==> config.mk <==
export PLATFORM = sky130hd
export DESIGN_NAME = ppf_sqrt_pipe
export DESIGN_NICKNAME = d
export VERILOG_FILES = /design/src/hw/rtl/ppf_pkg.sv /design/src/hw/rtl/ppf_sqrt_pipe.sv
export SDC_FILE = /design/constraint.sdc
export NUM_CORES = 2
export LEC_CHECK = 0
export ABC_AREA = 1
export ABC_CLOCK_PERIOD_IN_PS = 2100
export BUFFER_PORTS_ARGS = -buffer_cell sky130_fd_sc_hd__buf_2
export CAP_MARGIN = 25
export CORE_ASPECT_RATIO = 0.5
export CORE_UTILIZATION = 50
export DETAILED_ROUTE_END_ITERATION = 7
export GPL_ROUTABILITY_DRIVEN = 1
export MAX_ROUTING_LAYER = met4
export PLACE_DENSITY_LB_ADDON = 0.15
export SLEW_MARGIN = 20
export SYNTH_ARGS = -nofsm -noshare
export SYNTH_HDL_FRONTEND = slang
export SYNTH_SLANG_ARGS = --single-unit
==> constraint.sdc <==
create_clock -name i_clk -period 2.1 [get_ports i_clk]
set_input_delay 0.42 -clock i_clk [delete_from_list [all_inputs] [get_ports i_clk]]
set_output_delay 0.42 -clock i_clk [all_outputs]
set_load 0.02 [all_outputs]
==> src/hw/rtl/ppf_pkg.sv <==
`timescale 1ns / 1ps
package ppf_pkg;

    // Position and force words are signed fixed point of the same format.
    localparam int POS_W  = 24;
    localparam int DIFF_W = POS_W + 1;
    localparam int OUT_W  = 24;
    localparam int CUT_W  = 19;

    // Register port geometry.
    localparam int APB_DW = 32;
    localparam int APB_AW = 3;

    // Register indexes, as decoded from bit 2 of the byte address.
    localparam logic REG_CUTOFF = 1'b0;

    // Cutoff after reset: 0.17, unsigned with 20 fraction bits (UQ0.20 in a 19-bit field).
    localparam logic [CUT_W-1:0] CUTOFF_RESET = 19'd178258;

    typedef logic signed [POS_W-1:0] t_pos;
    typedef logic signed [OUT_W-1:0] t_force;

endpackage

==> src/hw/rtl/ppf_sqrt_pipe.sv <==
`timescale 1ns / 1ps
module ppf_sqrt_pipe import ppf_pkg::*; #(
    parameter int RW = 25,
    parameter int SW = 1
) (
    input  logic            i_clk,
    input  logic            i_rst_n,
    input  logic            i_en,
    input  logic            i_valid,
    input  logic [2*RW-1:0] i_rad,
    input  logic [SW-1:0]   i_side,
    output logic            o_valid,
    output logic [RW-1:0]   o_root,
    output logic [SW-1:0]   o_side
);

    localparam int REM_W = RW + 3;

    logic [2*RW-1:0]  r_rad  [RW];
    logic [REM_W-1:0] r_rem  [RW];
    logic [RW-1:0]    r_root [RW];
    logic [SW-1:0]    r_side [RW];
    logic             r_vld  [RW];
    logic [2*RW-1:0]  n_rad  [RW];
    logic [REM_W-1:0] n_rem  [RW];
    logic [RW-1:0]    n_root [RW];

    // One root bit per stage: bring down two radicand bits and try the next bit.
    always_comb begin
        logic [2*RW-1:0]  v_rad;
        logic [REM_W-1:0] v_rem;
        logic [REM_W-1:0] v_acc;
        logic [REM_W-1:0] v_trial;
        logic [RW-1:0]    v_root;
        for (int k = 0; k < RW; k++) begin
            if (k == 0) begin
                v_rad  = i_rad;
                v_rem  = '0;
                v_root = '0;
            end else begin
                v_rad  = r_rad[k-1];
                v_rem  = r_rem[k-1];
                v_root = r_root[k-1];
            end
            v_acc   = {v_rem[REM_W-3:0], v_rad[2*RW-1 -: 2]};
            v_trial = {1'b0, v_root, 2'b01};
            if (v_acc >= v_trial) begin
                n_rem[k]  = v_acc - v_trial;
                n_root[k] = {v_root[RW-2:0], 1'b1};
            end else begin
                n_rem[k]  = v_acc;
                n_root[k] = {v_root[RW-2:0], 1'b0};
            end
            n_rad[k] = {v_rad[2*RW-3:0], 2'b00};
        end
    end

    // Valid bits of the stages.
    always_ff @(posedge i_clk) begin
        if (!i_rst_n) begin
            for (int k = 0; k < RW; k++) begin
                r_vld[k] <= 1'b0;
            end
        end else if (i_en) begin
            r_vld[0] <= i_valid;
            for (int k = 1; k < RW; k++) begin
                r_vld[k] <= r_vld[k-1];
            end
        end
    end

    // Stage data.
    always_ff @(posedge i_clk) begin
        if (i_en) begin
            r_side[0] <= i_side;
            for (int k = 1; k < RW; k++) begin
                r_side[k] <= r_side[k-1];
            end
            for (int k = 0; k < RW; k++) begin
                r_rad[k]  <= n_rad[k];
                r_rem[k]  <= n_rem[k];
                r_root[k] <= n_root[k];
            end
        end
    end

    assign o_valid = r_vld[RW-1];
    assign o_root  = r_root[RW-1];
    assign o_side  = r_side[RW-1];

endmodule

# Yosys cells after proc, flatten, opt, wreduce, memory -nomap -nowiden
# Memory sizes are Yosys's and may differ from the RTL's.
# Cells that the tools add are included.
# W data, S select, Z words.
# totals
memories,5
latchBits,0
reg_bits,0
output_inout_bits,27
inputBits,55
wordCells,160
mem_bits_rw,2575
romBits,0
# mem_list
memory,words,word_bits,read_ports,rd_clocked_by_memory_dff,wr,line_no,rtl
r_rad,25,48,24,0,25,ppf_sqrt_pipe.sv:19,logic [2*RW-1:0] r_rad [RW];
r_rem,25,28,24,0,25,ppf_sqrt_pipe.sv:20,logic [REM_W-1:0] r_rem [RW];
r_root,25,25,25,0,25,ppf_sqrt_pipe.sv:21,logic [RW-1:0] r_root [RW];
r_side,25,1,25,0,25,ppf_sqrt_pipe.sv:22,logic [SW-1:0] r_side [RW];
r_vld,25,1,25,0,25,ppf_sqrt_pipe.sv:23,logic r_vld [RW];
# op_classes
multipliers,0
mux,80
shift,0
n_lt_le_gt_ge,25
div_mod_pow,0
reduce_logical,0
n_addsub,25
eq_ne,0
bitwise,25
# op_table
operator,count
$mux W28,25
$ge A28 B27 Y1,24
$sub A28 B27 Y28,24
$mux W1,55
$or A1 B1 Y1,25
$sub A2 B1 Y3 const B,1
$ge A2 B1 Y1 const B,1

# Depth between registers and ports, before layout
# logic_depth
depth_word,4
depth_mapped,15
ltp_nobuf,14

# Worst setup path before layout
# No wires, ideal clock.
# synth_timing
kind,reg2reg
startpoint,memory r_rem[0][57] (netlist name)
endpoint,"memory r_rem[0][87] (netlist name), data pin"
t_arrival_ns,1.728
period_less_slack_ns,1.986
required_ns,1.843
setup_slack_ns,0.114
stages_incl_launch_ff,11
setup_time_ns,0.257
path_buffers,1
cell_sequence,edfxtp_1 > ha_1 > nand2_1 > nand2_1 > o21ai_2 > nand2_1 > nor3_4 > nand2_4 > inv_4 > buf_6 > o21ai_2
# synth_rtl
element,line_no
"start, declared",ppf_sqrt_pipe.sv:20

==> qor.csv <==
metric,value,unit
status,"complete, but fails checks",
failing checks,setup timing,
max-cap viol count,0,
hold path startpoint,i_en,
Worst Hold Class,in -> reg,
synthesized flop and latch total,1564,
Worst EP arrival,2810,ps
fmax,445,MHz
global-route wire length before repair,359,mm
Worst Reg-to-Reg Cells,15,
root buffer cell,clkbuf_16,
Finished Core Util,0.712,
worst reg2reg path startpoint,r_root[1][30],
Post-DP HPWL,173,mm
number of distinct library cells after synthesis,55,
Worst-Skew Late Latency,830,ps
Pwr Density,827,nW/um2
number of vias per cell,5.06,
Post-Syn Area,84800,um2
Post-Syn Nets,9853,
Syn-to-layout area delta,40.8,%
Main synth FF type,edfxtp_1,
Total Die Area,171000,um2
"commonest non-fill, non-tap cell in the layout",nand2_1,
Setup-failing EPs final,279,
GP Congestion,0.965,
R2R Setup Slk,-150,ps
Worst Setup SP,r_root[1][30],
port bufs,81,
crit end category,flip-flop,
Pre-antenna DRT Iters,6,
die width,584,um
CP Max Fanout,6,
crit path capture,r_rem[2][62],
DRT iter0 DRCs,5211,
most frequent cells in the layout,"nand2_1 (2297), buf_4 (1734), edfxtp_1 (1563)",
Yosys Warn Count,0,
die height,293,um
layout cells sized above 1,0.373,
Hold Slack,68.6,ps
met2 Use GR,0.452,
row count,106,
asr flop ratio synth,0,
starting density of the core,0.505,
Peak VDD IR,563,uV
register area share after synthesis,0.554,
required time worst endpoint,2660,ps
Final Max Slew Viols,0,
# DRC,0,
Setup WS pre-CTS,-369,ps
crit path kind,reg -> reg,
reg-to-reg endpoint,r_rem[2][62],
M1 GR Usage,0.364,
Core ar.,168000,um2
post-route ant nets,0,
met3 Track Usage GR,0.0300,
slew margin rel.,0.627,
GRT Total Usage,0.275,
clock tree sinks,1564,
largest net degree at the start of global routing,94,
Syn Inst Count,9446,
total wire length,247,mm
Max Root-Sink Buffers,4,
"EDFF count, synth",1563,
Lkg Pwr,53.6,nW
FILL cells,12200,
CTS Buf Count,149,
initial antenna violation count,1,
I/O pins,82,
clock slew at reported path FFs,70,ps
Worst-Margin Slew,554,ps
final critical-path required period,2250,ps
area of the multi-input gates,40600,um2
vias in the first global route,66200,
grt total ovfl,0,
GR peak layer,met2,
Power Total,98.7,mW
Vias,70800,
Avg WL per Cell,17.7,um
H-tree depth,4,
CTS tree,done,
syn_area_per_cell,8.97,um2
period utilisation layout,1.07,
Nets,12000,
Final Hold Fails,0,
Reg area,47000,um2
worst setup margin,-146,ps
RSZ-0062 raised after global routing,true,
Fin Clk Skew,62.4,ps
CP Launch Type,flip-flop,
## sequential cells by signal (all words and copies together), names as in the netlist
name / flops
r_rad: 600
r_rem: 589
r_root: 325
r_side: 25
r_vld: 25
## how the worst min path moves through the flow
stage	to	slack (ps)	cells past startpoint
after global routing	r_rad[0][31]	50	1
after global placement	r_rad[0][252]	400	0
after CTS	r_rad[0][31]	30	1
after floorplan	r_rad[0][100]	400	0
final	r_rad[0][31]	70	1
after detailed placement	r_rad[0][101]	400	0
## cell type report
| cell class | count | area share |
|---|---|---|
| sequential | 1564 | 0.393 |
| inverter | 1696 | 0.0545 |
| timing repair buffer | 2084 | 0.148 |
| timing repair inverter | 11 | 0.00121 |
| clock inverter | 80 | 0.00662 |
| antenna | 1 | 0.0000210 |
| multi-input combinational | 6112 | 0.340 |
| tap | 2268 | 0.0238 |
| clock buffer | 170 | 0.0323 |
## metal layers
layer,share of wire,wire length (um)
met1,0.44,108000
met2,0.48,120000
met3,0.045,11000
met4,0.031,7760
met5,0,0
## synthesized netlist by cell type, types with 5 or more instances
master	instances	area (um2)
buf_6	37	417
a21o_1	5	37.5
o21ai_0	146	731
nand4_1	162	1010
nand2_1	3041	11400
and3_1	8	50.1
inv_2	24	90.1
nor2_2	35	219
o21bai_1	20	150
a21oi_2	50	438
nor4_1	13	81.3
buf_4	23	173
nand3_1	538	2690
nand3_4	5	87.6
o211ai_1	5	37.5
buf_2	10	50.1
o21ai_2	45	394
or2_2	15	93.8
a21oi_1	306	1530
nand3_2	13	130
ha_1	352	4400
or2_1	5	31.3
nand2_2	40	250
nor3_1	57	285
and2_1	12	75.1
xnor2_1	130	1140
nand3b_1	80	601
inv_1	1666	6250
nor2_4	12	135
xor2_1	117	1020
nor2_1	782	2940
edfxtp_1	1563	46900
o21ai_1	83	415
## per-stage QoR
step                TNS, ps  std cells  instance area (um2)
floorplan                 0       9446                84800
global placement     -34690      13100                98400
detailed placement   -41870      13100                98400
CTS                   -9720      13700               110000
global route         -44540      14000               119000
finish               -15380      14000               119000
## report_power, final
part,internal (mW),switching (mW),total (mW),leakage (nW)
sequential,38.4,2.54,40.9,15.0
combinational,14.3,16.9,31.2,36.3
clock,14.8,11.8,26.6,2.26
## critical path: stages, from the launching register on
cell and delay (ps):
edfxtp_1 460, inv_2 70, ha_4 310, nand2_4 70
inv_4 60, nand2_4 60, nor2_1 100, nand2_1 90
nor2_4 130, nor2_4 50, nand2_4 110, inv_8 70
buf_12 130, buf_12 140, nand2_4 60, o21ai_4 70
## repair_timing
action / CTS / global route
hold buffers: 54 / 0
setup buffers: 218 / 316
cloned: 28 / 31
endpoints found under the setup margin: 511 / 593
endpoints found under the hold margin: 60 / 0
pin swaps: 208 / 592
resized for setup: 804 / 1838
## kinds of logic (layout without fill, tap and decap cells)
| group | Yosys count | in the layout | synth area share |
|---|---|---|---|
| AO/OA/AOI/OAI | 674 | 674 | 0.0454 |
| XOR/XNOR | 247 | 247 | 0.0255 |
| adder cells (fa/ha/maj) | 352 | 352 | 0.0520 |
| buffers and inverters | 1774 | 4041 | 0.0839 |
| flip-flops | 1564 | 1564 | 0.554 |
| other | 1 | 2 | 0.0000442 |
| AND/OR/NAND/NOR | 4834 | 4838 | 0.239 |
(Power assumes the default switching activity.)
